**src/rtl/core/sra_pkg.sv**
```systemverilog
// Shared types, codes and constants of the sector read-ahead prefetcher.
package sra_pkg;

    localparam int SLOTS     = 256;
    localparam int SLOT_W    = $clog2(SLOTS);
    localparam int ADDR_BITS = 20;
    localparam int COUNT_W   = 8;
    localparam int AHEAD_W   = 6;
    localparam int CFG_IDX_W = 3;
    localparam int FIELD_SLOT_W = 8;

    localparam logic [COUNT_W-1:0] SAT_COUNT = 8'd255;

    localparam logic signed [ADDR_BITS-1:0] MIN_LBA_RESET = -20'sd150;
    localparam logic signed [ADDR_BITS-1:0] MAX_LBA_RESET = 20'sd449849;
    localparam logic [ADDR_BITS-1:0]        LAST_RESET    = MAX_LBA_RESET + 20'sd1;
    localparam logic [AHEAD_W-1:0]          MAX_AHEAD_RESET     = 6'd16;
    localparam logic [AHEAD_W-1:0]          INITIAL_AHEAD_RESET = 6'd1;
    localparam logic [AHEAD_W-1:0]          BURST_AHEAD_RESET   = 6'd2;

    typedef enum logic [1:0] {
        OP_READ = 2'd0,
        OP_HINT = 2'd1,
        OP_TICK = 2'd2,
        OP_DONE = 2'd3
    } op_t;

    typedef enum logic [CFG_IDX_W-1:0] {
        CFG_MIN_LBA       = 3'd0,
        CFG_MAX_LBA       = 3'd1,
        CFG_MAX_AHEAD     = 3'd2,
        CFG_INITIAL_AHEAD = 3'd3,
        CFG_BURST_AHEAD   = 3'd4
    } cfg_idx_t;

    typedef enum logic [3:0] {
        ST_IDLE  = 4'b0001,
        ST_SCAN  = 4'b0010,
        ST_WIN   = 4'b0100,
        ST_ISSUE = 4'b1000
    } state_t;

    typedef struct packed {
        logic [1:0]                  operation;
        logic signed [ADDR_BITS-1:0] sector_addr;
        logic                        fetch_ok;
    } req_t;

    typedef struct packed {
        logic                        fetch_issue;
        logic signed [ADDR_BITS-1:0] fetch_addr;
        logic [FIELD_SLOT_W-1:0]     fetch_slot;
        logic                        hit;
        logic [FIELD_SLOT_W-1:0]     hit_slot;
        logic                        hit_error;
        logic                        out_of_range;
    } res_t;

    typedef struct packed {
        logic                 valid;
        logic                 error;
        logic [ADDR_BITS-1:0] addr;
    } tag_t;

    typedef struct packed {
        logic              en;
        logic [SLOT_W-1:0] slot;
        tag_t              tag;
    } tag_wr_t;

    typedef struct packed {
        logic              hit;
        logic [SLOT_W-1:0] slot;
        logic              error;
    } scan_res_t;

endpackage

```
**src/rtl/core/sra_ctrl.sv**
```systemverilog
// Sequencer: configuration, read-ahead window, fetch issue and result register.
module sra_ctrl (
    input  logic                               clk,
    input  logic                               rst_n,
    input  logic                               start,
    input  sra_pkg::req_t                      request,
    output logic                               busy,
    output logic                               result_valid,
    output sra_pkg::res_t                      result,
    input  logic                               cfg_valid,
    input  logic [sra_pkg::CFG_IDX_W-1:0]      cfg_index,
    input  logic [sra_pkg::ADDR_BITS-1:0]      cfg_data,
    output logic                               scan_start,
    output logic [sra_pkg::ADDR_BITS-1:0]      scan_key,
    input  logic                               scan_done,
    input  sra_pkg::scan_res_t                 scan_res,
    output sra_pkg::tag_wr_t                   tag_wr
);

    localparam int DW = sra_pkg::ADDR_BITS + 1;
    localparam int CW = sra_pkg::ADDR_BITS + 2;

    sra_pkg::state_t                       state_reg;
    logic signed [sra_pkg::ADDR_BITS-1:0]  min_lba_reg;
    logic signed [sra_pkg::ADDR_BITS-1:0]  max_lba_reg;
    logic [sra_pkg::AHEAD_W-1:0]           max_ahead_reg;
    logic [sra_pkg::AHEAD_W-1:0]           initial_ahead_reg;
    logic [sra_pkg::AHEAD_W-1:0]           burst_ahead_reg;
    logic [sra_pkg::ADDR_BITS-1:0]         ahead_addr_reg;
    logic [sra_pkg::COUNT_W-1:0]           ahead_count_reg;
    logic [sra_pkg::ADDR_BITS-1:0]         last_req_reg;
    logic [sra_pkg::SLOT_W-1:0]            write_slot_reg;
    logic                                  pending_reg;
    logic [sra_pkg::ADDR_BITS-1:0]         pend_addr_reg;
    logic [1:0]                            op_reg;
    logic [sra_pkg::ADDR_BITS-1:0]         addr_reg;
    logic                                  ok_reg;
    logic                                  oor_reg;
    logic                                  result_valid_reg;
    sra_pkg::res_t                         result_reg;

    logic                                  accept;
    logic                                  addr_op;
    logic                                  oor_now;
    logic                                  sequential;
    logic signed [DW-1:0]                  diff;
    logic                                  near;
    logic signed [CW-1:0]                  cand;
    logic [sra_pkg::COUNT_W-1:0]           count_next;
    logic [sra_pkg::COUNT_W-1:0]           count_eff;
    logic                                  issue;
    logic                                  window_op;
    logic                                  done_op;
    logic                                  report_hit;

    assign accept  = start && (state_reg == sra_pkg::ST_IDLE);
    assign addr_op = (request.operation == sra_pkg::OP_READ)
                  || (request.operation == sra_pkg::OP_HINT);
    assign oor_now = addr_op && ((request.sector_addr < min_lba_reg)
                              || (request.sector_addr > max_lba_reg));

    assign scan_start = accept && (request.operation == sra_pkg::OP_READ) && !oor_now;
    assign scan_key   = request.sector_addr;

    assign window_op  = ((op_reg == sra_pkg::OP_READ) || (op_reg == sra_pkg::OP_HINT))
                     && !oor_reg;
    assign done_op    = (op_reg == sra_pkg::OP_DONE) && pending_reg;
    assign report_hit = (op_reg == sra_pkg::OP_READ) && !oor_reg;

    assign sequential = (addr_reg == last_req_reg + 1'b1);
    assign diff = $signed({ahead_addr_reg[sra_pkg::ADDR_BITS-1], ahead_addr_reg})
                - $signed({addr_reg[sra_pkg::ADDR_BITS-1], addr_reg});
    assign near = diff <= $signed({(DW - sra_pkg::AHEAD_W)'(0), max_ahead_reg});
    assign cand = $signed({(CW - sra_pkg::AHEAD_W)'(0), max_ahead_reg})
                + $signed(CW'(1)) - CW'(diff);

    always_comb
    begin
        if ($signed({(CW - sra_pkg::AHEAD_W)'(0), burst_ahead_reg}) < cand)
        begin
            count_next = sra_pkg::COUNT_W'(burst_ahead_reg);
        end
        else
        begin
            count_next = cand[sra_pkg::COUNT_W-1:0];
        end
    end

    assign count_eff = ((ahead_count_reg != '0) && (ahead_addr_reg == max_lba_reg))
                     ? '0 : ahead_count_reg;
    assign issue     = (count_eff != '0) && !pending_reg;

    always_comb
    begin
        tag_wr = '0;
        unique case (state_reg)
            sra_pkg::ST_WIN:
            begin
                tag_wr.en        = done_op;
                tag_wr.slot      = write_slot_reg;
                tag_wr.tag.valid = 1'b1;
                tag_wr.tag.error = !ok_reg;
                tag_wr.tag.addr  = pend_addr_reg;
            end
            sra_pkg::ST_ISSUE:
            begin
                tag_wr.en        = issue;
                tag_wr.slot      = write_slot_reg;
                tag_wr.tag.valid = 1'b0;
                tag_wr.tag.error = 1'b0;
                tag_wr.tag.addr  = ahead_addr_reg;
            end
            default:
            begin
                tag_wr = '0;
            end
        endcase
    end

    always_ff @(posedge clk or negedge rst_n)
    begin
        if (!rst_n)
        begin
            min_lba_reg       <= sra_pkg::MIN_LBA_RESET;
            max_lba_reg       <= sra_pkg::MAX_LBA_RESET;
            max_ahead_reg     <= sra_pkg::MAX_AHEAD_RESET;
            initial_ahead_reg <= sra_pkg::INITIAL_AHEAD_RESET;
            burst_ahead_reg   <= sra_pkg::BURST_AHEAD_RESET;
        end
        else if (cfg_valid)
        begin
            unique case (sra_pkg::cfg_idx_t'(cfg_index))
                sra_pkg::CFG_MIN_LBA:       min_lba_reg       <= cfg_data;
                sra_pkg::CFG_MAX_LBA:       max_lba_reg       <= cfg_data;
                sra_pkg::CFG_MAX_AHEAD:     max_ahead_reg     <= cfg_data[sra_pkg::AHEAD_W-1:0];
                sra_pkg::CFG_INITIAL_AHEAD: initial_ahead_reg <= cfg_data[sra_pkg::AHEAD_W-1:0];
                sra_pkg::CFG_BURST_AHEAD:   burst_ahead_reg   <= cfg_data[sra_pkg::AHEAD_W-1:0];
                default:
                begin
                end
            endcase
        end
    end

    always_ff @(posedge clk or negedge rst_n)
    begin
        if (!rst_n)
        begin
            state_reg        <= sra_pkg::ST_IDLE;
            ahead_addr_reg   <= '0;
            ahead_count_reg  <= '0;
            last_req_reg     <= sra_pkg::LAST_RESET;
            write_slot_reg   <= '0;
            pending_reg      <= 1'b0;
            pend_addr_reg    <= '0;
            op_reg           <= '0;
            addr_reg         <= '0;
            ok_reg           <= 1'b0;
            oor_reg          <= 1'b0;
            result_valid_reg <= 1'b0;
            result_reg       <= '0;
        end
        else
        begin
            result_valid_reg <= (state_reg == sra_pkg::ST_ISSUE);
            unique case (state_reg)
                sra_pkg::ST_IDLE:
                begin
                    if (accept)
                    begin
                        op_reg    <= request.operation;
                        addr_reg  <= request.sector_addr;
                        ok_reg    <= request.fetch_ok;
                        oor_reg   <= oor_now;
                        state_reg <= scan_start ? sra_pkg::ST_SCAN : sra_pkg::ST_WIN;
                    end
                end
                sra_pkg::ST_SCAN:
                begin
                    if (scan_done)
                    begin
                        state_reg <= sra_pkg::ST_WIN;
                    end
                end
                sra_pkg::ST_WIN:
                begin
                    if (window_op)
                    begin
                        if (sequential)
                        begin
                            if (near)
                            begin
                                ahead_count_reg <= count_next;
                            end
                            else if (ahead_count_reg < sra_pkg::SAT_COUNT)
                            begin
                                ahead_count_reg <= ahead_count_reg + 1'b1;
                            end
                        end
                        else if (addr_reg != last_req_reg)
                        begin
                            ahead_addr_reg  <= addr_reg;
                            ahead_count_reg <= sra_pkg::COUNT_W'(initial_ahead_reg);
                        end
                        last_req_reg <= addr_reg;
                    end
                    if (done_op)
                    begin
                        write_slot_reg <= write_slot_reg + 1'b1;
                        pending_reg    <= 1'b0;
                    end
                    state_reg <= sra_pkg::ST_ISSUE;
                end
                sra_pkg::ST_ISSUE:
                begin
                    ahead_count_reg <= issue ? count_eff - 1'b1 : count_eff;
                    if (issue)
                    begin
                        ahead_addr_reg <= ahead_addr_reg + 1'b1;
                        pending_reg    <= 1'b1;
                        pend_addr_reg  <= ahead_addr_reg;
                    end
                    result_reg.fetch_issue  <= issue;
                    result_reg.fetch_addr   <= issue ? ahead_addr_reg : '0;
                    result_reg.fetch_slot   <= issue
                                             ? sra_pkg::FIELD_SLOT_W'(write_slot_reg) : '0;
                    result_reg.hit          <= report_hit && scan_res.hit;
                    result_reg.hit_slot     <= (report_hit && scan_res.hit)
                                             ? sra_pkg::FIELD_SLOT_W'(scan_res.slot) : '0;
                    result_reg.hit_error    <= report_hit && scan_res.hit && scan_res.error;
                    result_reg.out_of_range <= oor_reg;
                    state_reg               <= sra_pkg::ST_IDLE;
                end
                default:
                begin
                    state_reg <= sra_pkg::ST_IDLE;
                end
            endcase
        end
    end

    assign busy         = (state_reg != sra_pkg::ST_IDLE);
    assign result_valid = result_valid_reg;
    assign result       = result_reg;

endmodule

```
**config.mk**
```make
export PLATFORM = sky130hd
export DESIGN_NAME = sra_ctrl
export DESIGN_NICKNAME = d
export VERILOG_FILES = /design/src/rtl/core/sra_pkg.sv /design/src/rtl/core/sra_ctrl.sv
export SDC_FILE = /design/constraint.sdc
export NUM_CORES = 1
export LEC_CHECK = 0
export ABC_AREA = 0
export ABC_CLOCK_PERIOD_IN_PS = 5100
export CORE_UTILIZATION = 30
export CTS_CLUSTER_SIZE = 12
export DETAILED_ROUTE_END_ITERATION = 10
export DONT_BUFFER_PORTS = 1
export PLACE_DENSITY = 0.56
export SYNTH_ARGS = -nofsm -noshare
export SYNTH_HDL_FRONTEND = slang
export SYNTH_SLANG_ARGS = --single-unit
```
**constraint.sdc**
```tcl
create_clock -name clk -period 5.1 [get_ports clk]
set_input_delay 0.765 -clock clk [delete_from_list [all_inputs] [get_ports clk]]
set_output_delay 0.765 -clock clk [all_outputs]
set_load 0.02 [all_outputs]
```
==> flow_summary.toml <==
[outcome]
status = "complete, no violations"

[cts]
cts_buffers = 26
worst_skew_pair.late_latency_ps = 560
h-tree-depth = 1
clk_path_buf_depth = 3
clock-root-buffer = "clkbuf_16"
clk_pin_slew_ps = 60
cts_sinks = 204
cts_tree = "yes"

[final_layout]
drive_gt1_frac = 0.129
fin_util = 0.338
fin_area_sq_um = 15300
largest_reg_flops = 40
finalNetCount = 1708
diodes = 0
final_cells = 2177
syn_to_final_growth_pct = 11.3

[yosys]
synth_edf_count = 0
async_flop_share = 1.00
ys_warn_count = 0
syn_inst = 1588
synth_area_leaders = "dfrtp_1 (29%), dfstp_2 (8.4%), ha_1 (7.7%)"
synth_largest_area_cell = "dfrtp_1"
syn-num-nets = 1736
yosysSeqAreaShare = 0.375
synth_area_sq_um = 13800
synth.most_common_cell = "nand2_1"
avgSynthCellArea_sq_um = 8.67
ys_ff_latch = 204
synthTopCellsByCount = "nand2_1 (236), o21ai_0 (161), dfrtp_1 (160)"
ys_types = 92
synth_top_area_share = 0.291
ys.flop_type = "dfrtp_1"

[power_and_ir_drop]
p_int_mw = 6.08
powerDensity_nw_per_um2 = 764
p_leak_nw = 6.57
pwr-share-seq = 0.256
p_sw_mw = 5.62
ir_drop_mv = 0.339
switching_share = 0.481
total_power_mw = 11.7
p_comb_frac = 0.577
clock_power_share = 0.167

[drt]
first_pass_iters = 5
dr.first_iter.drc_count = 703
num_vias = 11800
wl_per_cell_um = 20.7
route.detailed.drc = 0
ant_nets = 0
wirelength_mm = 45.0
via_per_inst = 5.40

[place]
port_buffers = 0
hpwl_mm = 33.9
gp_congestion = 0.919
dp_cells = 2131
place_area_sq_um = 14300
dp_slack_ps = 195

[worst_hold_path]
hold_path.class = "primary input to asynchronous set/reset pin"

[timing]
drv_slew = 0
clock_skew_ps = 17.3
rsz0062_at_grt = "no"
finalCriticalPeriod_ps = 4830
final-setup-viol-count = 0
worst_slack_ps = 265
fin_crit_sh = 0.948
finalSetupTns_ps = 0
fmax_mhz = 207
hold_viol = 0
slew_headroom = 0.292
holdWs_ps = 94.2
worst_pin_slew_ps = 1050

[die]
die_width_um = 216
dieArea_sq_um = 46700
start_util = 0.304
die_h_um = 216
core_sq_um = 45300
pin_count = 155
row_count = 78

[critical_path]
arrival_ps = 5270
cp.required_ps = 5530
cp-end-kind = "flip-flop"
path_class = "flip-flop to flip-flop"
worstSetupStartpointType = "flip-flop"
critPathMaxFanout = 6

[global_route]
grt_pass1_wl_mm = 68.8
grt_usage = 0.190
antenna_found_initial = 1
grt_overflow = 0
grt_start_max_net_pins = 161
grt_pass1_vias = 11300

[run]
cap_violations = 0
## final timing paths
check,start,end,slack (ps),depth (start not counted)
worst max-delay path,ahead_addr_reg[0],ahead_count_reg[3],270,20
worst min-delay path,rst_n,burst_ahead_reg[1],90,0
worst max register to register,ahead_addr_reg[0],ahead_count_reg[3],270,20
worst min register to register,pend_addr_reg[3],pend_addr_reg[3],480,2
max in group asynchronous,rst_n,ahead_addr_reg[12],4170,1
min in group clk,request[22],oor_reg,310,1
## timing repair
action / 4_1_cts / 5_1_grt
hold buffers: 1 / 0
endpoints found under the hold margin: 160 / 0
gates resized for setup: 0 / 7
setup endpoints to repair: 0 / 7
buffers inserted: 0 / 0
## power groups by stage
| stage | clock network (mW) | registers [mW] | logic [mW] |
|---|---|---|---|
| floorplan | 0 | 2.72 | 4.98 |
| global placement | 0 | 2.99 | 6.47 |
| detailed placement | 0 | 3.01 | 6.55 |
| CTS | 2.01 | 2.98 | 6.61 |
| global route | 2.07 | 3.06 | 7.44 |
| finish | 1.96 | 2.99 | 6.75 |
## cells in the final DEF, fill, tap and decap left out, types with 16 or more instances in the layout
cell / n
clkbuf_16: 26
nand2_1: 236
nand4_1: 31
ha_1: 85
buf_4: 41
o21ai_0: 160
o22ai_1: 16
inv_1: 101
a22o_1: 29
nand2b_1: 16
dfstp_2: 44
nand3_1: 40
nor2b_1: 22
dfrtp_1: 159
nor2_1: 69
nor3_1: 25
a21o_1: 28
mux2_2: 37
a21oi_1: 85
xor2_1: 30
xnor2_1: 51
## per-layer routing
| metal | wire [um] | global-route usage |
|---|---|---|
| met1 | 20100 | 0.256 |
| met2 | 20600 | 0.302 |
| met3 | 2630 | 0.0368 |
| met4 | 1670 | 0.0702 |
| met5 | 0 | 0 |
## logic make-up after synthesis
logic type / share of synthesized area
xor gates and xnor gates: 0.0515
DFF: 0.375
muxes: 0.0332
adders and majority gates: 0.0802
AOI/OAI and AO/OA: 0.207
and+or+nand+nor: 0.190
buffers and inverters: 0.0635
## cell type report
type,instances,area (sq um)
Tap cell,600,751
Timing Repair Buffer,42,335
Fill cell,4758,30000
Clock inverter,13,186
Sequential cell,204,5160
Clock buffer,32,723
Inverter,102,383
Multi-Input combinational cell,1184,7780
## worst max-delay path, cell delays in order, from the launching register on
cell	delay, ps
dfrtp_2	420
inv_1	100
ha_1	240
fa_1	420
nand2b_1	210
nand2b_1	90
a21o_1	130
xor2_1	230
inv_1	80
ha_1	340
nand2_1	70
o21ai_1	170
o41a_1	200
nand3b_1	160
nand4bb_1	240
or2_2	350
a2111oi_4	380
o21ba_2	260
nand3_1	180
and2_0	220
o211a_1	220
Power figures use the tool's default switching activity.
