[config.mk]
export PLATFORM = sky130hd
export DESIGN_NAME = sra_scan
export DESIGN_NICKNAME = d
export VERILOG_FILES = /design/src/rtl/core/sra_pkg.sv /design/src/rtl/core/sra_scan.sv
export SDC_FILE = /design/constraint.sdc
export NUM_CORES = 1
export LEC_CHECK = 0
export BUFFER_PORTS_ARGS = -buffer_cell sky130_fd_sc_hd__buf_2
export CAP_MARGIN = 30
export CORE_ASPECT_RATIO = 2
export CORE_MARGIN = 3
export CORE_UTILIZATION = 50
export CTS_BUF_LIST = sky130_fd_sc_hd__clkbuf_4
export CTS_CLUSTER_SIZE = 14
export DETAILED_ROUTE_END_ITERATION = 8
export GPL_ROUTABILITY_DRIVEN = 0
export PLACE_DENSITY = 0.89
export SYNTH_ARGS = -nofsm -noshare
export SYNTH_HDL_FRONTEND = slang
export SYNTH_SLANG_ARGS = --single-unit
[constraint.sdc]
create_clock -name clk -period 2.45 [get_ports clk]
set_input_delay 0 -clock clk [delete_from_list [all_inputs] [get_ports clk]]
set_output_delay 0 -clock clk [all_outputs]
set_load 0.05 [all_outputs]
[src/rtl/core/sra_pkg.sv]
// Shared types, codes and constants of the sector read-ahead prefetcher.
package sra_pkg;

    localparam int SLOTS     = 256;
    localparam int SLOT_W    = $clog2(SLOTS);
    localparam int ADDR_BITS = 20;
    localparam int COUNT_W   = 8;
    localparam int AHEAD_W   = 6;
    localparam int CFG_IDX_W = 3;
    localparam int FIELD_SLOT_W = 8;

    localparam logic [COUNT_W-1:0] SAT_COUNT = 8'd255;

    localparam logic signed [ADDR_BITS-1:0] MIN_LBA_RESET = -20'sd150;
    localparam logic signed [ADDR_BITS-1:0] MAX_LBA_RESET = 20'sd449849;
    localparam logic [ADDR_BITS-1:0]        LAST_RESET    = MAX_LBA_RESET + 20'sd1;
    localparam logic [AHEAD_W-1:0]          MAX_AHEAD_RESET     = 6'd16;
    localparam logic [AHEAD_W-1:0]          INITIAL_AHEAD_RESET = 6'd1;
    localparam logic [AHEAD_W-1:0]          BURST_AHEAD_RESET   = 6'd2;

    typedef enum logic [1:0] {
        OP_READ = 2'd0,
        OP_HINT = 2'd1,
        OP_TICK = 2'd2,
        OP_DONE = 2'd3
    } op_t;

    typedef enum logic [CFG_IDX_W-1:0] {
        CFG_MIN_LBA       = 3'd0,
        CFG_MAX_LBA       = 3'd1,
        CFG_MAX_AHEAD     = 3'd2,
        CFG_INITIAL_AHEAD = 3'd3,
        CFG_BURST_AHEAD   = 3'd4
    } cfg_idx_t;

    typedef enum logic [3:0] {
        ST_IDLE  = 4'b0001,
        ST_SCAN  = 4'b0010,
        ST_WIN   = 4'b0100,
        ST_ISSUE = 4'b1000
    } state_t;

    typedef struct packed {
        logic [1:0]                  operation;
        logic signed [ADDR_BITS-1:0] sector_addr;
        logic                        fetch_ok;
    } req_t;

    typedef struct packed {
        logic                        fetch_issue;
        logic signed [ADDR_BITS-1:0] fetch_addr;
        logic [FIELD_SLOT_W-1:0]     fetch_slot;
        logic                        hit;
        logic [FIELD_SLOT_W-1:0]     hit_slot;
        logic                        hit_error;
        logic                        out_of_range;
    } res_t;

    typedef struct packed {
        logic                 valid;
        logic                 error;
        logic [ADDR_BITS-1:0] addr;
    } tag_t;

    typedef struct packed {
        logic              en;
        logic [SLOT_W-1:0] slot;
        tag_t              tag;
    } tag_wr_t;

    typedef struct packed {
        logic              hit;
        logic [SLOT_W-1:0] slot;
        logic              error;
    } scan_res_t;

endpackage

[src/rtl/core/sra_scan.sv]
// Tag scan engine: walks every ring slot once and keeps the last valid match.
module sra_scan (
    input  logic                               clk,
    input  logic                               rst_n,
    input  logic                               start,
    input  logic [sra_pkg::ADDR_BITS-1:0]      key,
    output logic                               rd_en,
    output logic [sra_pkg::SLOT_W-1:0]         rd_slot,
    input  sra_pkg::tag_t                      rd_tag,
    output logic                               done,
    output sra_pkg::scan_res_t                 res
);

    logic                              active_reg;
    logic [sra_pkg::SLOT_W-1:0]        idx_reg;
    logic                              pend_reg;
    logic [sra_pkg::SLOT_W-1:0]        pend_idx_reg;
    logic                              pend_last_reg;
    logic [sra_pkg::ADDR_BITS-1:0]     key_reg;
    sra_pkg::scan_res_t                res_reg;
    logic                              done_reg;
    logic                              last_idx;
    logic                              match;

    assign last_idx = (idx_reg == sra_pkg::SLOT_W'(sra_pkg::SLOTS - 1));
    assign match    = pend_reg && rd_tag.valid && (rd_tag.addr == key_reg);

    always_ff @(posedge clk or negedge rst_n)
    begin
        if (!rst_n)
        begin
            active_reg    <= 1'b0;
            idx_reg       <= '0;
            pend_reg      <= 1'b0;
            pend_idx_reg  <= '0;
            pend_last_reg <= 1'b0;
            key_reg       <= '0;
            res_reg       <= '0;
            done_reg      <= 1'b0;
        end
        else
        begin
            done_reg <= pend_reg && pend_last_reg;
            if (start)
            begin
                active_reg <= 1'b1;
                idx_reg    <= '0;
                pend_reg   <= 1'b0;
                key_reg    <= key;
                res_reg    <= '0;
            end
            else
            begin
                pend_reg      <= active_reg;
                pend_idx_reg  <= idx_reg;
                pend_last_reg <= last_idx;
                if (active_reg)
                begin
                    idx_reg <= idx_reg + 1'b1;
                    if (last_idx)
                    begin
                        active_reg <= 1'b0;
                    end
                end
                if (match)
                begin
                    res_reg.hit   <= 1'b1;
                    res_reg.slot  <= pend_idx_reg;
                    res_reg.error <= rd_tag.error;
                end
            end
        end
    end

    assign rd_en   = active_reg;
    assign rd_slot = idx_reg;
    assign done    = done_reg;
    assign res     = res_reg;

endmodule

==> results of run 1 <==
-- where the power goes --
part	internal [µW]	switching [µW]
clock network	98.5	216
registers	869	33.0
logic	129	100
total	1100	349
-- worst register-to-register path, stage by stage (launching register included) --
cell     delay, ns
dfrtp_1       0.41
xor2_1        0.16
nor4_1        0.29
nand4_1       0.14
nor4_2        0.29
buf_4         0.25
mux2i_1       0.20
-- cells in the final DEF, fill, tap and decap left out, drive strengths merged --
| master | synthesis | layout |
|---|---|---|
| clkbuf | 5 | 5 |
| nand2 | 5 | 5 |
| nor2b | 1 | 1 |
| dlygate4sd3 | 0 | 22 |
| a21o | 1 | 1 |
| buf | 4 | 67 |
| o21ba | 1 | 1 |
| and2 | 1 | 1 |
| mux2i | 10 | 10 |
| nand3 | 3 | 3 |
| nand4 | 6 | 6 |
| dfrtp | 50 | 50 |
| ha | 1 | 1 |
| xnor2 | 14 | 14 |
| o21ai | 1 | 1 |
| nand2b | 18 | 18 |
| xor2 | 13 | 13 |
| mux2 | 28 | 28 |
| nor2 | 10 | 10 |
| clkinv | 0 | 1 |
| nor4 | 3 | 3 |
-- synthesized netlist by cell type --
| cell | n |
|---|---|
| xor2_1 | 13 |
| o21ai_0 | 1 |
| nand3_1 | 3 |
| nor2_1 | 10 |
| clkbuf_1 | 5 |
| nor4_1 | 2 |
| buf_6 | 1 |
| a21o_1 | 1 |
| nand2b_1 | 18 |
| nand2_1 | 5 |
| and2_1 | 1 |
| nor4_2 | 1 |
| buf_1 | 3 |
| mux2_2 | 28 |
| xnor2_1 | 14 |
| nand4_1 | 6 |
| nor2b_1 | 1 |
| ha_1 | 1 |
| o21ba_2 | 1 |
| mux2i_1 | 10 |
| dfrtp_1 | 50 |
-- area by class of cell --
type	instances	area, µm²	area share (%)
Sequential cell	50	1250	43.5
Clock inverter	1	3.75	0.130
Tap cell	52	65.1	2.26
Timing Repair Buffer	89	576	20.0
Clock buffer	5	37.5	1.30
Multi-Input combinational cell	116	946	32.9
-- worst max path at each step --
stage | startpoint | cells past startpoint | end | slack, ns
finish | key_reg[18] | 6 | res[1] | 0.64
global route | key_reg[18] | 6 | res[4] | 0.49
CTS | key_reg[18] | 6 | res[1] | 0.63
detailed placement | key_reg[18] | 6 | res[0] | 0.66
global placement | key_reg[18] | 6 | res[5] | 0.68
floorplan | rd_en | 6 | rd_slot[7] | 0.76
-- kinds of logic after synthesis --
| logic type | synth area share (%) |
|---|---|
| simple gates | 11.6 |
| flops | 55.9 |
| buf+inv | 1.84 |
| xor+xnor | 10.6 |
| compound gates | 1.01 |
| fa+ha+maj | 0.559 |
| mux | 18.6 |
-- stage by stage --
step	total power [µW]	cells	cell area, µm²	hold slack, ns
after CTS	1460	313	2880	0.00997
final	1440	313	2880	0.0244
after global placement	1100	284	2600	0.232
after global routing	1520	313	2880	0.0189
after detailed placement	1120	285	2620	-0.135
after floorplan	1030	175	2240	-0.296
-- layer usage --
layer | share of wire [%] | global-route usage (%) | wire length [µm]
met1 | 36 | 20.1 | 1580
met2 | 54 | 29.7 | 2400
met3 | 3.7 | 3.70 | 161
met4 | 6.0 | 13.0 | 266
met5 | 0 | 0 | 0
==> results.toml, run 1 <==
[clock_tree]
root_buffer = "clkbuf_4"
cts_setup_buffers = 0
clk_pin_slew_ns = 0.12
ctsHoldBuffers = 22
cts_buffers = 5
cts.repair.resized = 0
clock_sinks = 50
cts_tree = "yes"
htreeDepth = 2
clockBufferDepth = 2
clk_latency_ns = 0.34

[finish]
antenna_cells = 0
largest_register_ffs = 20
nets = 308
final_util_pct = 68.4
fillCellCount = 323
area_growth_pct = 28.6
drive_above_1_share_pct = 39.1

[synthesis]
synth_top_cells_by_area = "dfrtp_1 56%, mux2_2 14%, xnor2_1 5.5%"
yosysSeqAreaShare_pct = 55.9
yosysTopAreaCell = "dfrtp_1"
syn_inst = 175
netlist.area_leader.share_pct = 55.9
synth_nets = 221
avgSynthCellArea_um2 = 12.8
syn_area_um2 = 2240
yosys_register_bits = 50
yosysUniqueCellTypes = 21
yosysWarnings = 0

[global_route]
gr-total-overflow = 0
grt_pass1_wl_mm = 7.03
grt_pass1_vias = 1605
grt_start_max_net_pins = 60
antenna_found_initial = 0
grt.total_usage_pct = 18.2

[floorplanning]
die_area_um2 = 5360
ios = 65
core-area_um2 = 4210
start_util_pct = 53.1
die_x_um = 53.3
num_rows = 33
fp.dieH_um = 101

[setup_path]
reg2reg_from = "key_reg[18]"
crit_buf_inv = 1
r2r_slack_ns = 0.64
crit_path_start_kind = "register"
crit_required_ns = 2.72
cp-end-kind = "register"
worstRegToRegCells = 6
setup.worst_path.class = "reg -> reg"
slowest_delay_ns = 0.41
critPathSlowestCell = "dfrtp_1"
worstPathCellList = "xor2_1 -> nor4_1 -> nand4_1 -> nor4_2 -> buf_4 -> mux2i_1"
reg2reg_to = "res[1]"
crit_arrival_ns = 2.07
crit_family = "simple AND/OR/NAND/NOR gates"
path_max_fanout = 10

[drt]
viasPerCell = 5.01
routed_wl_mm = 4.41
drc = 0
wl_per_cell_um = 14.1
drtIter0Drc = 36
ant_nets = 0
dr_total_vias = 1568
first_pass_iters = 4

[hold_path]
hold_class = "in -> async"

[timing]
post-route-min-period_ns = 1.81
worst_pin_slew_ns = 0.563
relSlewSlack_pct = 62.4
hold_viol = 0
slew_viol_final = 0
min_period_over_period_pct = 73.7
tns_ns = 0
setup_slack_ns = 0.644
setup-violations-final = 0
rsz0062_at_grt = "false"
fmax_ghz = 0.554
clock-skew-final_ns = 0.0104

[pwr]
peakVddDrop_mv = 0.431
leakage_uw = 0.00135
pwr_density_cell_nw_per_um2 = 502

[run]
drv_cap = 0

[status]
status = "finished clean"

[place]
dp_slack_ns = 0.658
io_buffers = 64
hpwl_mm = 3.00
Note: power is estimated with default switching activity, not from simulation.
==> inputs of run 2 (changes only) <==
--- a/config.mk
+++ b/config.mk
@@ -9,12 +9,12 @@
 export CAP_MARGIN = 30
 export CORE_ASPECT_RATIO = 2
 export CORE_MARGIN = 3
-export CORE_UTILIZATION = 50
+export CORE_UTILIZATION = 48
 export CTS_BUF_LIST = sky130_fd_sc_hd__clkbuf_4
 export CTS_CLUSTER_SIZE = 14
 export DETAILED_ROUTE_END_ITERATION = 8
 export GPL_ROUTABILITY_DRIVEN = 0
-export PLACE_DENSITY = 0.89
+export PLACE_DENSITY = 0.9
 export SYNTH_ARGS = -nofsm -noshare
 export SYNTH_HDL_FRONTEND = slang
 export SYNTH_SLANG_ARGS = --single-unit
==> constraint.sdc (replaced) <==
create_clock -name clk -period 1.5 [get_ports clk]
set_input_delay 0 -clock clk [delete_from_list [all_inputs] [get_ports clk]]
set_output_delay 0 -clock clk [all_outputs]
set_load 0.05 [all_outputs]
==> run 2 against run 1 <==
Compared with the run above:
- the run now ends with setup timing left
- power grew 80%
- die area up 3.8%
- largest cell class unchanged
- wire length grew 11%
- sequential cell count unchanged
- highest routed layer unchanged
- utilization is 1.4 points lower
- design area rose by 2.9%
- register-to-register slack got worse by 1.0 ns
- sequential power increased by 63%
- worst hold slack gained 0.071 ns
- critical path type unchanged
- sequential share of layout area shrank 1.1 points
==> results.toml, run 2 (synthesis results as in run 1) <==
[pwr]
leakage_uw = 0.00140
pwr_density_cell_nw_per_um2 = 880
peakVddDrop_mv = 0.844
power_uw = 2600

[floorplanning]
num_rows = 34
ios = 65
core-area_um2 = 4420
die_area_um2 = 5570
fp.dieH_um = 103
die_x_um = 54.3
start_util_pct = 50.6

[setup_path]
startpoint = "key_reg[2]"
r2r_slack_ns = -0.40
cp-end-kind = "register"
reg2reg_to = "res[7]"
crit_path_start_kind = "register"
critPathSlowestCell = "dfrtp_1"
crit_end = "res[7]"
setup.worst_path.class = "reg -> reg"
slowest_delay_ns = 0.41
crit_arrival_ns = 2.18
path_max_fanout = 5
worstRegToRegCells = 6
crit_buf_inv = 1
reg2reg_from = "key_reg[2]"
path_depth = 6
crit_required_ns = 1.77
worstPathCellList = "xor2_1 -> nor4_2 -> nand4_1 -> nor4_4 -> buf_4 -> mux2i_1"
crit_family = "simple AND/OR/NAND/NOR gates"

[global_route]
grt.total_usage_pct = 19.5
grt_start_max_net_pins = 60
grt_pass1_vias = 1679
gr-total-overflow = 0
antenna_found_initial = 1
grt_pass1_wl_mm = 7.73

[timing]
setup-violations-final = 10
worst_pin_slew_ns = 0.619
slew_viol_final = 0
clock-skew-final_ns = 0.0140
relSlewSlack_pct = 58.7
post-route-min-period_ns = 1.90
hold_viol = 0
fmax_ghz = 0.525
setup_slack_ns = -0.404
min_period_over_period_pct = 127
rsz0062_at_grt = "true"

[clock_tree]
clk_pin_slew_ns = 0.14
cts_buffers = 5
root_buffer = "clkbuf_4"
cts_tree = "yes"
clock_sinks = 50
clockBufferDepth = 2
clk_latency_ns = 0.36
htreeDepth = 2

[drt]
drc = 0
routed_wl_mm = 4.87
dr_total_vias = 1627
wl_per_cell_um = 15.2
drtIter0Drc = 20
first_pass_iters = 4
viasPerCell = 5.07
ant_nets = 0

[finish]
regArea_um2 = 1250
mostFrequentLayoutCells = "64 x buf_2, 47 x dfrtp_1, 28 x mux2_2"
fillCellCount = 332
nets = 311
drive_above_1_share_pct = 42.1
stdcell_area_um2 = 2960
largest_register_ffs = 20
final_util_pct = 66.9
layout_commonest_cell = "buf_2"
multi_input_area_um2 = 961
area_growth_pct = 32.3

[place]
place_area_um2 = 2630
hpwl_mm = 3.29
io_buffers = 64

[run]
drv_cap = 0

[status]
status = "complete, but fails checks"
violations = "setup timing"

[hold_path]
hold_class = "in -> reg"
run 2: report_power, final:
part | internal, µW | switching [µW] | total (µW)
sequential | 1420 | 53.4 | 1470
clock | 346 | 404 | 749
combinational | 215 | 167 | 382
total | 1980 | 624 | 2600
run 2: how the worst min path moves through the flow:
stage / depth (start not counted) / end / start
3_3_place_gp: 2 / rd_slot[7] / rst_n
6_report: 3 / rd_slot[1] / start
2_1_floorplan: 0 / done / rst_n
4_1_cts: 3 / rd_slot[4] / start
5_1_grt: 3 / rd_slot[6] / start
3_5_place_dp: 2 / rd_slot[5] / rst_n
run 2: layout make-up:
type,instances,area share (%)
flip-flops and latches,50,42.4
diodes,1,0.0845
repair buffers,92,20.2
clock buffers,5,1.27
clock inverters,3,1.35
well taps,54,2.28
multi-input cells,116,32.4
run 2: timing repair:
action,CTS,global route
setup buffers,0,1
hold buffers,22,0
hold endpoints to repair,71,0
setup endpoints to repair,10,10
pin swaps,0,5
gates resized for setup,0,6
cloned,0,1
run 2: worst register-to-register path, delay by kind of cell (launching register included):
| family | cells | cell delay [ns] |
|---|---|---|
| buf+inv | 1 | 0.22 |
| xor+xnor | 1 | 0.18 |
| simple gates | 3 | 0.79 |
| mux | 1 | 0.23 |
| flops | 1 | 0.41 |
run 2: metal layers:
metal	GRT usage (%)	up-vias	share of wire (%)
li1	-	770	-
met1	21.5	797	35
met3	3.33	17	4.0
met4	12.9	0	4.7
met5	0	-	0
met2	33.0	43	57
run 2: metrics by stage:
stage / TNS [ns] / setup slack, ns / hold WS [ns] / std cells
2_1_floorplan: -1.16 / -0.115 / -0.296 / 175
3_3_place_gp: -2.44 / -0.251 / 0.129 / 288
3_5_place_dp: -3.38 / -0.369 / 0.146 / 288
4_1_cts: -3.80 / -0.429 / 0.0817 / 318
5_1_grt: -4.72 / -0.493 / 0.0750 / 321
6_report: -3.56 / -0.404 / 0.0955 / 321
